$ cat src/rtl/assert_macros.svh
// ----------------------------------------------------------------------------
// assert_macros.svh
// shared concurrent assertion macros for the escape encoder
// ----------------------------------------------------------------------------
`ifndef ASSERT_MACROS_SVH
`define ASSERT_MACROS_SVH

// same-cycle implication, disabled while reset is low
`define ASSERT_IMPL(lbl, clk, rst_n, ante, cons) \
    lbl: assert property (@(posedge clk) disable iff (!rst_n) (ante) |-> (cons)) \
        else $error("assertion failed");

// next-cycle implication, disabled while reset is low
`define ASSERT_NEXT(lbl, clk, rst_n, ante, cons) \
    lbl: assert property (@(posedge clk) disable iff (!rst_n) (ante) |=> (cons)) \
        else $error("assertion failed");

`endif

$ cat src/rtl/mtee_pkg.sv
// ----------------------------------------------------------------------------
// mtee_pkg
// types, constants and the expansion function of the text escape encoder
// ----------------------------------------------------------------------------
package mtee_pkg;

    localparam int BYTE_W   = 8;
    localparam int LEN_W    = 16;
    localparam int MAX_EXP  = 6;
    localparam int SIZE_W   = 3;
    localparam int QDEPTH   = 2;
    localparam int QPTR_W   = 1;
    localparam int QCNT_W   = 2;
    localparam int CFG_IDX_W = 2;

    // register indexes
    localparam logic [CFG_IDX_W-1:0] CFG_MODE  = 2'd0;
    localparam logic [CFG_IDX_W-1:0] CFG_FF_NL = 2'd1;
    localparam logic [CFG_IDX_W-1:0] CFG_LIMIT = 2'd2;

    // escape modes
    localparam logic [2:0] MODE_HTML = 3'd0;
    localparam logic [2:0] MODE_JS   = 3'd1;
    localparam logic [2:0] MODE_CSS  = 3'd2;
    localparam logic [2:0] MODE_ATTR = 3'd3;
    localparam logic [2:0] MODE_URL  = 3'd4;

    // characters with an html entity, and the nul terminator
    localparam logic [7:0] CH_AMP   = 8'h26;
    localparam logic [7:0] CH_GT    = 8'h3E;
    localparam logic [7:0] CH_LT    = 8'h3C;
    localparam logic [7:0] CH_NL    = 8'h0A;
    localparam logic [7:0] CH_SLASH = 8'h2F;
    localparam logic [7:0] CH_DQUOT = 8'h22;
    localparam logic [7:0] CH_SQUOT = 8'h27;
    localparam logic [7:0] CH_NUL   = 8'h00;

    typedef struct packed {
        logic [2:0]  mode;
        logic        ff_nl;
        logic [15:0] limit;
    } t_cfg;

    // expansion of one byte, index 0 goes out first
    typedef struct packed {
        logic [MAX_EXP-1:0][BYTE_W-1:0] chars;
        logic [SIZE_W-1:0]              size;
    } t_exp;

    // queue entry between front and back
    typedef struct packed {
        logic [MAX_EXP-1:0][BYTE_W-1:0] chars;
        logic [SIZE_W-1:0]              size;
        logic                           status;
        logic [LEN_W-1:0]               len;
    } t_job;

    function automatic logic [7:0] hex_digit(logic [3:0] v);
        logic [7:0] h;
        h = (v < 4'd10) ? (8'h30 + {4'h0, v}) : (8'h37 + {4'h0, v});
        return h;
    endfunction

    function automatic logic is_alnum(logic [7:0] c);
        logic r;
        r = (c >= 8'h30 && c <= 8'h39) || (c >= 8'h41 && c <= 8'h5A) ||
            (c >= 8'h61 && c <= 8'h7A);
        return r;
    endfunction

    function automatic t_exp expand(logic [7:0] c, logic [2:0] mode, logic ff_nl);
        t_exp       e;
        logic [7:0] hi;
        logic [7:0] lo;
        hi = hex_digit(c[7:4]);
        lo = hex_digit(c[3:0]);
        e.chars    = '0;
        e.chars[0] = c;
        e.size     = 3'd1;
        if (mode == MODE_HTML) begin
            unique case (c)
                CH_AMP: begin
                    e.chars = {8'h00, ";", "p", "m", "a", "&"};
                    e.size  = 3'd5;
                end
                CH_GT: begin
                    e.chars = {16'h0000, ";", "t", "g", "&"};
                    e.size  = 3'd4;
                end
                CH_LT: begin
                    e.chars = {16'h0000, ";", "t", "l", "&"};
                    e.size  = 3'd4;
                end
                CH_NL: begin
                    e.chars = ff_nl ? {";", "4", "2", "1", "#", "&"}
                                    : {";", "A", "0", "x", "#", "&"};
                    e.size  = 3'd6;
                end
                CH_SLASH: begin
                    e.chars = {";", "F", "2", "x", "#", "&"};
                    e.size  = 3'd6;
                end
                CH_DQUOT: begin
                    e.chars = {";", "t", "o", "u", "q", "&"};
                    e.size  = 3'd6;
                end
                CH_SQUOT: begin
                    e.chars = {8'h00, ";", "9", "3", "#", "&"};
                    e.size  = 3'd5;
                end
                default: begin
                end
            endcase
        end else if (!is_alnum(c)) begin
            unique case (mode)
                MODE_JS: begin
                    e.chars = {16'h0000, lo, hi, "x", "\\"};
                    e.size  = 3'd4;
                end
                MODE_CSS: begin
                    e.chars = {16'h0000, " ", lo, hi, "\\"};
                    e.size  = 3'd4;
                end
                MODE_ATTR: begin
                    e.chars = {";", lo, hi, "x", "#", "&"};
                    e.size  = 3'd6;
                end
                MODE_URL: begin
                    e.chars = {24'h000000, lo, hi, "%"};
                    e.size  = 3'd3;
                end
                default: begin
                end
            endcase
        end
        return e;
    endfunction

endpackage

$ cat src/rtl/mtee_fifo.sv
// ----------------------------------------------------------------------------
// mtee_fifo
// two-entry job queue between the classifying front and the emitting back
// ----------------------------------------------------------------------------
`include "assert_macros.svh"

module mtee_fifo import mtee_pkg::*; (
    input  logic i_clk,
    input  logic i_rst_n,
    input  logic i_push,
    input  t_job i_job,
    input  logic i_pop,
    output t_job o_head,
    output logic o_empty,
    output logic o_full
);

    t_job              r_mem [QDEPTH];
    logic [QPTR_W-1:0] r_wp;
    logic [QPTR_W-1:0] r_rp;
    logic [QCNT_W-1:0] r_cnt;
    logic [QCNT_W-1:0] n_cnt;

    assign o_empty = (r_cnt == '0);
    assign o_full  = (r_cnt == QCNT_W'(QDEPTH));
    assign o_head  = r_mem[r_rp];

    // entry storage
    always_ff @(posedge i_clk) begin
        if (i_push) begin
            r_mem[r_wp] <= i_job;
        end
    end

    // occupancy
    always_comb begin
        n_cnt = r_cnt;
        if (i_push && !i_pop) begin
            n_cnt = r_cnt + 1'b1;
        end else if (!i_push && i_pop) begin
            n_cnt = r_cnt - 1'b1;
        end
    end

    // pointers and count
    always_ff @(posedge i_clk) begin
        if (!i_rst_n) begin
            r_wp  <= '0;
            r_rp  <= '0;
            r_cnt <= '0;
        end else begin
            if (i_push) begin
                r_wp <= r_wp + 1'b1;
            end
            if (i_pop) begin
                r_rp <= r_rp + 1'b1;
            end
            r_cnt <= n_cnt;
        end
    end

    `ASSERT_IMPL(a_no_push_full, i_clk, i_rst_n, o_full, !i_push)
    `ASSERT_IMPL(a_no_pop_empty, i_clk, i_rst_n, o_empty, !i_pop)
    `ASSERT_NEXT(a_push_fills, i_clk, i_rst_n, i_push && !i_pop, r_cnt == $past(r_cnt) + 1'b1)

endmodule

$ cat config.mk
export PLATFORM = sky130hd
export DESIGN_NAME = mtee_fifo
export DESIGN_NICKNAME = d
export VERILOG_FILES = /design/src/rtl/mtee_pkg.sv /design/src/rtl/mtee_fifo.sv
export VERILOG_INCLUDE_DIRS = /design/src /design/src/rtl
export SDC_FILE = /design/constraint.sdc
export NUM_CORES = 1
export LEC_CHECK = 0
export CORE_ASPECT_RATIO = 1.1
export CORE_MARGIN = 2
export CORE_UTILIZATION = 65
export CTS_CLUSTER_DIAMETER = 200
export DETAILED_ROUTE_END_ITERATION = 7
export DONT_BUFFER_PORTS = 1
export GPL_ROUTABILITY_DRIVEN = 1
export PLACE_DENSITY = 0.78
export REMOVE_ABC_BUFFERS = 1
export SLEW_MARGIN = 30
export SYNTH_ARGS = -nofsm -noshare
export SYNTH_HDL_FRONTEND = slang
export SYNTH_SLANG_ARGS = --single-unit
export TNS_END_PERCENT = 5
$ cat constraint.sdc
create_clock -name i_clk -period 10.3 [get_ports i_clk]
set_input_delay 0.515 -clock i_clk [delete_from_list [all_inputs] [get_ports i_clk]]
set_output_delay 0.515 -clock i_clk [all_outputs]
set_load 0.005 [all_outputs]
Yosys cells after proc, flatten, opt, wreduce, memory -nomap -nowiden
Memory sizes are Yosys's and may differ from the RTL's. A register that Yosys moved wholly into a read port is not among the register bits.
Cells that the tools add are included.
{"block": "word_totals", "ff_bits": 4, "in_bits": 72, "mem_bits_rw": 136, "out_inout_bits": 70, "n_memories": 1, "wordCells": 21}
{"name": "r_mem", "words": 2, "width": 68, "read_ports": 1, "rd_clocked_by_memory_dff": 1, "write_ports": 1, "line": "mtee_fifo.sv:18", "source": "t_job r_mem [QDEPTH];"}
{"block": "classes", "muxes": 6, "add_sub_neg": 4, "eq_ne": 1, "reduce_logical": 6}
{"operator": "$mux W1", "n": 4}
{"operator": "$mux W2", "n": 2}
{"operator": "$add A1 B1 Y1 const B", "n": 2}
{"operator": "$add A2 B1 Y2 const B", "n": 1}
{"operator": "$eq A2 B2 Y1 const B", "n": 1}
{"operator": "$logic_and A1 B1 Y1", "n": 2}
{"operator": "$logic_not A1 Y1", "n": 2}
{"operator": "$logic_not A2 Y1", "n": 1}
{"operator": "$reduce_bool A2 Y1", "n": 1}
{"operator": "$sub A2 B1 Y2 const B", "n": 1}

Depth between registers and ports, before layout
Gate-level depths: netlist (run 1).
{"block": "logic_depth", "ltp_word": 4, "ltp_mapped": 5, "ltp_nobuf": 5}

Worst setup path before layout (run 1)
Ideal clock, no wire load.
{"block": "synth_timing", "kind": "in2reg", "start": "in i_push", "end": "mem r_mem[0][0] (netlist name) (enable)", "arrival_time_ps": 3531, "slack_ps": 6265, "setup_time_ps": 503, "path_buffers": 0, "cell_stages": 1, "required_time_ps": 9797, "cell_sequence": "nor2b_1"}
{"block": "synth_between", "elab_chain_cells": 2}
{"item": "start, declared", "line": "mtee_fifo.sv:10", "source": "input logic i_push,"}
{"item": "$mux W1", "line": "mtee_fifo.sv:30", "source": "if (i_push) begin"}
{"item": "$mux W1 (implied by the code)", "line": "mtee_fifo.sv:31", "source": "r_mem[r_wp] <= i_job;"}
{"item": "end, declared", "line": "mtee_fifo.sv:18"}
No other way between the ends.

==> results.md, run 1 <==
* Maximum clock rate at 0.428 GHz
* Number of antenna violations at the first check in global routing at 0
* Hold-fix buffers at CTS at 0
* Via Count at 2053
* Nature of the critical path endpoint: output pin
* Kind of launch point of the worst setup path: register
* Ranking of synthesized cells by area: sky130_fd_sc_hd__edfxtp_1 (78%), sky130_fd_sc_hd__mux2_2 (10%), sky130_fd_sc_hd__mux2_4 (5.8%), sky130_fd_sc_hd__dfxtp_1 (1.9%), sky130_fd_sc_hd__buf_8 (0.58%)
* Total DRC errors in the routed layout at 0
* Number of ports placed on the die boundary at 142
* First drt pass iteration count at 4
* Hold violation total from the final report at 0
* Dominant synthesized flop cell: sky130_fd_sc_hd__edfxtp_1
* Die outline height at 97.9 µm
* Reg-to-Reg End: r_mem[0][42]
* Core box area at 7830 µm²
* Number of synthesized flops with an enable pin at 136
* ANT cells at 0
* Post-Route WL at 7580 µm
* Clock tree from TritonCTS: yes
* Setup slack, reg-to-reg at 8490 ps
* Worst slew margin at 38.6%
* Clk pin slew, worst setup/hold paths at 60 ps
* Yosys top cell area share at 78.3%
* Fraction of final layout cells with drive strength greater than 1 at 39.4%
* Most common library cells after synthesis: sky130_fd_sc_hd__edfxtp_1 (136), sky130_fd_sc_hd__mux2_2 (48), sky130_fd_sc_hd__mux2_4 (20), sky130_fd_sc_hd__dfxtp_1 (5)
* Final Critical Period at 2330 ps
* Worst hold path class: in -> reg
* Worst hold path cell count at 0
* Root buffer cell: sky130_fd_sc_hd__clkbuf_8
* Share of flip-flops with an asynchronous set or reset after synthesis at 0%
* Netlist area before placement at 5210 µm²
* Worst Tran Pin Value at 920 ps
* Number of clock buffers inserted by TritonCTS at 17
* Insertion delay of the later-clocked pin in the worst-skew pair at 500 ps
* Initial Utilization at 66.6%
* Fraction of the cycle the final worst path needs at 22.7%
* Hold Crit Endpoint: r_mem[0][55]
* Max Transition Viols Final at 0
* Initial detailed-routing violation count at 104
* Via count of the first global-routing pass at 2247
* Total global routing overflow at 0
* Clock skew after layout at 9.22 ps
* Post-CTS setup buffer count at 0
* Horizontal extent of the die at 89.4 µm
* Number of H-tree levels at 4
* Critical path peak fanout at 42
* Rows at 34
* Pwr per Cell Area at 227 nW/µm²
* Sum of net half-perimeters after detailed placement at 4680 µm
* PortBufs at 0
* Sum of negative setup slack at 0 ps
* Syn_area_per_cell at 22.3 µm²
* First-pass GRT wire length at 11200 µm
* Gate Count Post-Synth at 234
* Warning count from the yosys run at 0
* Count of distinct cell types in the synthesized netlist at 18
* RSZ-0062 raised after global routing: no
* Final net count at 320
* Number of clock sinks at 141
* Sequential element share of the synthesized area at 80.2%
* Worst setup path class: reg -> out
* Number of max-cap violations at 0
* Number of standard cells in the layout, taps in and fillers out at 367
* Outcome: complete, no violations
* Most instantiated library cell after synthesis: sky130_fd_sc_hd__edfxtp_1
* Static leakage power at 2.00 nW
* Required time at the endpoint of the critical path at 9790 ps
* Antenna violation net count after detailed routing at 0
* Pin count of the biggest net entering global routing at 69
* Beginning of the worst register-to-register path: r_wp
* Number of flip-flops and latches in the synthesized netlist at 141
* Number of gates given a new drive strength after cts at 0
* Worst-case reg-to-reg path depth at 2
* Via-to-Cell Ratio at 5.59
* Placed cell count at 335
* Start point of the worst hold path: i_job[55]
* Die footprint at 8750 µm²
* Post-synthesis cell type with the largest combined area: sky130_fd_sc_hd__edfxtp_1
* Final-report setup violation count at 0
* Drt wl/cell at 20.6 µm
* Routability congestion estimate from global placement at 0.684
* GR Util All Layers at 18.2%
* Synthesis-to-finish area growth at 13.3%
* Worst vdd rail ir drop at 0.171 mV
* Clk buf depth at 2
* Data arrival time of the critical path at 1820 ps
## metal layers
layer | vias up | wire (µm) | track usage (%)
met4 | 0 | 135 | 7.69
met3 | 11 | 680 | 10.8
met2 | 84 | 4120 | 29.2
met5 | - | 0 | 0
li1 | 942 | - | -
met1 | 1016 | 2640 | 19.1
## through the flow
step                      utilization, %  area [µm²]  hold slack [ps]  total power, mW  setup slack, ps
after floorplan                        -        5140              466            0.751             6270
after global placement              67.7        5300              476            0.762             8270
after global routing                75.5        5910             67.9             1.38             7860
after detailed placement            67.7        5300              498            0.764             8280
after CTS                           75.1        5880             74.1             1.35             7740
final                               75.5        5910              101             1.34             7970
## cells by family after synthesis
| logic type | share of synthesized area (%) |
|---|---|
| compound gates | 0.384 |
| buf+inv | 1.46 |
| simple gates | 1.03 |
| fa+ha+maj | 0.240 |
| mux | 16.1 |
| flops | 80.2 |
| xor+xnor | 0.504 |
## area by class of cell
cell class / instances / area (µm²)
Sequential cell: 141 / 4190
Fill cell: 454 / 1920
Multi-Input combinational cell: 84 / 963
Clock buffer: 18 / 418
Clock inverter: 13 / 164
Tap cell: 108 / 135
Timing Repair Buffer: 2 / 35.0
Inverter: 1 / 3.75
## sequential cells by signal (all words and copies together) (netlist names), named ones only
register and cells:
r_mem 136, r_cnt 2, r_rp 1, r_wp 1
## worst max-delay path, stage by stage (launching register included)
cell and delay (ps):
sky130_fd_sc_hd__dfxtp_4 600, sky130_fd_sc_hd__buf_16 300, sky130_fd_sc_hd__mux2_2 400
## cell usage in the layout, fill, tap and decap left out, drive strengths merged
master / count
ha: 1
or3: 1
and2: 4
nor2b: 3
xor2: 2
xnor2: 1
buf: 2
edfxtp: 136
clkinv: 2
clkbuf: 18
o21ai: 1
dfxtp: 5
a21boi: 1
o21a: 1
bufinv: 3
clkinvlp: 4
inv: 5
nor2: 1
mux2: 68
## worst max-delay path by stage
stage	slack [ps]	to	from	depth (start not counted)
after global routing	7860	o_head[12]	register	2
final	7970	o_head[12]	register	2
after global placement	8270	r_mem[0][32]	i_push	2
after CTS	7740	o_head[25]	register	1
after floorplan	6270	r_mem[0][0]	i_push	1
after detailed placement	8280	r_mem[0][32]	i_push	2
## report_power, final
group	switching [mW]	total, mW	internal (mW)
Combinational	0.0377	0.0768	0.0391
Sequential	0.0120	0.675	0.663
Clock	0.218	0.586	0.369
Total	0.267	1.34	1.07
(Power assumes the default switching activity.)
==> run 2, diff against run 1 <==
--- a/config.mk
+++ b/config.mk
@@ -8,12 +8,12 @@
 export LEC_CHECK = 0
 export CORE_ASPECT_RATIO = 1.1
 export CORE_MARGIN = 2
-export CORE_UTILIZATION = 65
+export CORE_UTILIZATION = 56
 export CTS_CLUSTER_DIAMETER = 200
 export DETAILED_ROUTE_END_ITERATION = 7
 export DONT_BUFFER_PORTS = 1
 export GPL_ROUTABILITY_DRIVEN = 1
-export PLACE_DENSITY = 0.78
+export PLACE_DENSITY = 0.71
 export REMOVE_ABC_BUFFERS = 1
 export SLEW_MARGIN = 30
 export SYNTH_ARGS = -nofsm -noshare
==> constraint.sdc (replaced) <==
create_clock -name i_clk -period 2.1 [get_ports i_clk]
set_input_delay 0.105 -clock i_clk [delete_from_list [all_inputs] [get_ports i_clk]]
set_output_delay 0.105 -clock i_clk [all_outputs]
set_load 0.005 [all_outputs]
==> results.md, run 2 (same netlist as run 1, synthesis figures left out) <==
* PortBufs at 0 (unchanged)
* Commonest non-fill, non-tap cells in the layout: sky130_fd_sc_hd__edfxtp_1 (136), sky130_fd_sc_hd__dlygate4sd3_1 (72), sky130_fd_sc_hd__mux2_2 (48) (was sky130_fd_sc_hd__edfxtp_1 (136), sky130_fd_sc_hd__mux2_2 (48), sky130_fd_sc_hd__mux2_4 (20))
* Pin count of the biggest net entering global routing at 37 (was 69)
* Hold slack final at 37.8 ps (was 101 ps)
* Fraction of final layout cells with drive strength greater than 1 at 32.1% (was 39.4%)
* Nature of the critical path endpoint: output pin (unchanged)
* Max Transition Viols Final at 0 (unchanged)
* Final-report setup violation count at 0 (unchanged)
* Post-CTS setup buffer count at 0 (unchanged)
* Met1 GRT Util at 22.2% (was 19.1%)
* Post-Route WL at 9210 µm (was 7580 µm)
* Initial detailed-routing violation count at 143 (was 104)
* Kind of launch point of the worst setup path: register (unchanged)
* Required time at the endpoint of the critical path at 2000 ps (was 9790 ps)
* Die outline height at 105 µm (was 97.9 µm)
* Sum of negative setup slack at 0 ps (unchanged)
* Final net count at 396 (was 320)
* First drt pass iteration count at 4 (unchanged)
* Final Critical Period at 1910 ps
* Via count of the first global-routing pass at 2632 (was 2247)
* Slowest cell on the critical path: sky130_fd_sc_hd__dfxtp_4 (unchanged)
* Final core utilization at 74.8% (was 75.5%)
* Worst setup path class: reg -> out (unchanged)
* Hold-fix buffers at CTS at 72 (was 0)
* Via-to-Cell Ratio at 5.46 (was 5.59)
* Hold violation total from the final report at 0 (unchanged)
* RSZ-0062 raised after global routing: no (unchanged)
* GR Util All Layers at 19.3% (was 18.2%)
* Antenna violation net count after detailed routing at 0 (unchanged)
* Number of standard cells in the layout, taps in and fillers out at 450 (was 367)
* Flip-flop count of the largest register, all copies and words added at 136 (unchanged)
* Number of antenna violations at the first check in global routing at 0 (unchanged)
* Cell area after layout at 6700 µm² (was 5910 µm²)
* Clk pin slew, worst setup/hold paths at 60 ps (about the same)
* Static leakage power at 2.34 nW (was 2.00 nW)
* Worst Tran Pin Value at 482 ps (was 920 ps)
* Core box area at 8960 µm² (was 7830 µm²)
* Initial Utilization at 58.2% (was 66.6%)
* Clk buf depth at 2 (unchanged)
* Met2 global-route usage at 31.0% (was 29.2%)
* First-pass GRT wire length at 14000 µm (was 11200 µm)
* Most common cell after layout, fill and taps aside: sky130_fd_sc_hd__edfxtp_1 (unchanged)
* Number of max-cap violations at 0 (unchanged)
* Total global routing overflow at 0 (unchanged)
* Via Count at 2457 (was 2053)
* Number of ports placed on the die boundary at 142 (unchanged)
* Largest reg by FF count: r_mem (unchanged)
* # fillers at 510 (was 454)
* Worst vdd rail ir drop at 0.532 mV (was 0.171 mV)
* Insertion delay of the later-clocked pin in the worst-skew pair at 510 ps (was 500 ps)
* Clock tree from TritonCTS: yes (unchanged)
* Total DRC errors in the routed layout at 0 (unchanged)
* Synthesis-to-finish area growth at 28.5% (was 13.3%)
* Top delay family on crit path: flip-flops (unchanged)
* Worst hold path class: in -> reg (unchanged)
* Sum of net half-perimeters after detailed placement at 5140 µm (was 4680 µm)
* Drt wl/cell at 20.5 µm (was 20.6 µm)
* Die footprint at 10100 µm² (was 8750 µm²)
* Placed cell count at 346 (was 335)
* Routability congestion estimate from global placement at 0.725 (was 0.684)
* Worst Slack Setup Final at 191 ps (was 7970 ps)
* Delay of the slowest cell on the worst path at 580 ps (was 600 ps)
* Number of clock sinks at 141 (unchanged)
* Setup slack, reg-to-reg at 710 ps (was 8490 ps)
* Maximum clock rate at 0.524 GHz
* Critical path peak fanout at 24 (was 42)
* Layer carrying the most global-route usage: met2 (unchanged)
* Worst slew margin at 67.8% (was 38.6%)
* DP Worst Slack at 709 ps (was 8280 ps)
* Largest registers in the final layout: r_mem: 136 flops, r_cnt: 2 flops (unchanged)
* Rows at 36 (was 34)
* Clock skew after layout at 3.41 ps (was 9.22 ps)
* Placed instance area at 5370 µm² (was 5300 µm²)
* Ordered cell list for the critical path: buf_4 -> mux2_2 (was buf_16 -> mux2_2)
* Number of H-tree levels at 4 (unchanged)
* Global routing usage on met3 at 8.36% (was 10.8%)
* Fraction of the cycle the final worst path needs at 90.9%
* Number of clock buffers inserted by TritonCTS at 17 (unchanged)
* Number of gates given a new drive strength after cts at 0 (unchanged)
* Pwr per Cell Area at 1030 nW/µm² (was 227 nW/µm²)
* Horizontal extent of the die at 96 µm (was 89.4 µm)
* ANT cells at 0 (unchanged)
* Number of buffer and inverter instances along the worst setup path at 1 (unchanged)
* Total power consumption of the routed design at 6.87 mW (was 1.34 mW)
* Data arrival time of the critical path at 1800 ps (was 1820 ps)
* Root buffer cell: sky130_fd_sc_hd__clkbuf_8 (unchanged)
* Outcome: complete, no violations (unchanged)
[run 2: worst paths after layout]
kind	start	end	cells past startpoint
max	register	o_head[10]	2
min	i_pop	r_cnt[1]	4
max reg2reg	r_wp	r_mem[1][61]	2
min reg2reg	r_cnt[1]	r_cnt[1]	2
[run 2: area by class of cell]
class	instances	area (µm²)	area share, %
clock inverter	14	195	2.91
clock buffer	18	418	6.24
multi-input combinational	84	963	14.4
tap	114	143	2.13
timing repair buffer	78	791	11.8
sequential	141	4190	62.5
inverter	1	3.75	0.0560
[run 2: routing by layer]
layer  routed length (µm)  share of wire (%)
met1                 3460                 38
met2                 4930                 54
met3                  663                7.2
met4                  148                1.6
met5                    0                  0
[run 2: power breakdown]
part	switching (mW)	internal, mW
registers	0.0599	3.25
clock network	1.11	1.93
logic	0.237	0.291
[run 2: worst register-to-register path: cells and delay by family (launching register included)]
family                 cells  cell delay [ps]
buffers and inverters      1              320
DFF                        1              400
and+or+nand+nor            1              350
==> run 3, diff against run 2 <==
==> constraint.sdc (replaced) <==
create_clock -name i_clk -period 2.1 [get_ports i_clk]
set_input_delay 0.21 -clock i_clk [delete_from_list [all_inputs] [get_ports i_clk]]
set_output_delay 0.21 -clock i_clk [all_outputs]
set_load 0.005 [all_outputs]
==> results.md, run 3 (same netlist as run 1, synthesis figures left out) <==
* # fillers at 518 (was 510)
* Final Critical Period at 1890 ps (was 1910 ps)
* Initial detailed-routing violation count at 131 (was 143)
* Horizontal extent of the die at 96 µm (unchanged)
* Number of max-cap violations at 0 (unchanged)
* Final core utilization at 75.0% (was 74.8%)
* Die footprint at 10100 µm² (unchanged)
* Commonest non-fill, non-tap cells in the layout: sky130_fd_sc_hd__edfxtp_1 (136), sky130_fd_sc_hd__dlygate4sd3_1 (72), sky130_fd_sc_hd__mux2_2 (48) (unchanged)
* First-pass GRT wire length at 13400 µm (was 14000 µm)
* Routability congestion estimate from global placement at 0.734 (was 0.725)
* Total global routing overflow at 0 (unchanged)
* Drt wl/cell at 20.5 µm (about the same)
* Insertion delay of the later-clocked pin in the worst-skew pair at 520 ps (was 510 ps)
* Clk pin slew, worst setup/hold paths at 60 ps (about the same)
* Number of ports placed on the die boundary at 142 (unchanged)
* Final net count at 398 (was 396)
* Total power consumption of the routed design at 6.90 mW (was 6.87 mW)
* Worst hold path class: in -> reg (unchanged)
* First drt pass iteration count at 4 (unchanged)
* Number of clock sinks at 141 (unchanged)
* ANT cells at 0 (unchanged)
* Clk buf depth at 2 (unchanged)
* Number of standard cells in the layout, taps in and fillers out at 450 (unchanged)
* Critical path peak fanout at 15 (was 24)
* Antenna violation net count after detailed routing at 0 (unchanged)
* PortBufs at 0 (unchanged)
* Static leakage power at 2.36 nW (was 2.34 nW)
* Root buffer cell: sky130_fd_sc_hd__clkbuf_8 (unchanged)
* Sequential cell area in the final layout at 4190 µm² (unchanged)
* Rows at 36 (unchanged)
* Fraction of final layout cells with drive strength greater than 1 at 31.8% (was 32.1%)
* Cell area after layout at 6730 µm² (was 6700 µm²)
* Final-report setup violation count at 0 (unchanged)
* Pwr per Cell Area at 1030 nW/µm² (about the same)
* Number of clock buffers inserted by TritonCTS at 17 (unchanged)
* GR Util All Layers at 19.0% (was 19.3%)
* Initial Utilization at 58.2% (unchanged)
* Sum of net half-perimeters after detailed placement at 5230 µm (was 5140 µm)
* Core box area at 8960 µm² (unchanged)
* Required time at the endpoint of the critical path at 1890 ps (was 2000 ps)
* Via-to-Cell Ratio at 5.37 (was 5.46)
* Fraction of the cycle the final worst path needs at 89.8% (was 90.9%)
* Worst slew margin at 67.5% (was 67.8%)
* Worst setup path class: reg -> out (unchanged)
* Clock tree from TritonCTS: yes (unchanged)
* Largest registers in the final layout: r_mem: 136 flops, r_cnt: 2 flops (unchanged)
* Worst Tran Pin Value at 488 ps (was 482 ps)
* Kind of launch point of the worst setup path: register (unchanged)
* Data arrival time of the critical path at 1680 ps (was 1800 ps)
* Maximum clock rate at 0.530 GHz (was 0.524 GHz)
* Pin count of the biggest net entering global routing at 38 (was 37)
* Outcome: complete, no violations (unchanged)
* Post-Route WL at 9240 µm (was 9210 µm)
* Largest reg by FF count: r_mem (unchanged)
* Max Transition Viols Final at 0 (unchanged)
* Worst vdd rail ir drop at 0.713 mV (was 0.532 mV)
* Placed cell count at 347 (was 346)
* Placed instance area at 5380 µm² (was 5370 µm²)
* Flip-flop count of the largest register, all copies and words added at 136 (unchanged)
* Number of antenna violations at the first check in global routing at 0 (unchanged)
* RSZ-0062 raised after global routing: no (unchanged)
* Synthesis-to-finish area growth at 29.0% (was 28.5%)
* Nature of the critical path endpoint: output pin (unchanged)
* Hold violation total from the final report at 0 (unchanged)
* Area of combinational cells with multiple inputs at 963 µm² (unchanged)
* Via count of the first global-routing pass at 2615 (was 2632)
* Die outline height at 105 µm (unchanged)
* Clock skew after layout at 11.6 ps (was 3.41 ps)
* Number of H-tree levels at 4 (unchanged)
* Most common cell after layout, fill and taps aside: sky130_fd_sc_hd__edfxtp_1 (unchanged)
* Total DRC errors in the routed layout at 0 (unchanged)
* Number of gates given a new drive strength after cts at 0 (unchanged)
* Via Count at 2417 (was 2457)
[run 3: report_power, final]
part           switching (mW)  internal [mW]  total [mW]
Sequential             0.0522           3.25        3.30
Combinational           0.244          0.295       0.540
Clock                    1.04           2.03        3.06
Total                    1.33           5.57        6.90
[run 3: critical path, cell delays in order (launching register included)]
cell                      delay (ps)
sky130_fd_sc_hd__dfxtp_4         480
sky130_fd_sc_hd__buf_4           300
sky130_fd_sc_hd__mux2_2          380
[run 3: final cells by class]
type,instances,area share [%]
Clock buffer,18,6.21
Clock inverter,12,2.92
Inverter,1,0.0558
Multi-Input combinational cell,84,14.3
Sequential cell,141,62.3
Tap cell,114,2.12
Timing Repair Buffer,80,12.1
[run 3: repair_timing]
item	CTS	global route
endpoints found under the setup margin	0	10
setup buffers	0	1
hold endpoints to repair	141	0
hold buffers	72	0
[run 3: through the flow]
step                      worst slack [ps]  TNS, ps  hold slack [ps]
final                                  214        0             89.4
after global routing                  98.8        0             86.0
after CTS                             22.4        0             54.3
after detailed placement               598        0              309
after global placement                 591        0              309
after floorplan                      -1750  -176370              309
[run 3: path summary, 6_finish.rpt]
kind | endpoint | start | slack (ps) | depth (start not counted)
max | o_head[3] | register | 210 | 2
min | r_cnt[1] | i_push | 90 | 3
max reg2reg | r_mem[1][26] | r_wp | 660 | 2
min reg2reg | r_cnt[1] | r_cnt[1] | 520 | 2
[run 3: metal layers]
layer  GRT usage [%]  routed length, µm  vias up
met5               0                  0        -
met4            7.55                145        0
met3            9.08                746       13
met2            32.3               4990      106
met1            19.7               3360     1197
li1                -                  -     1101
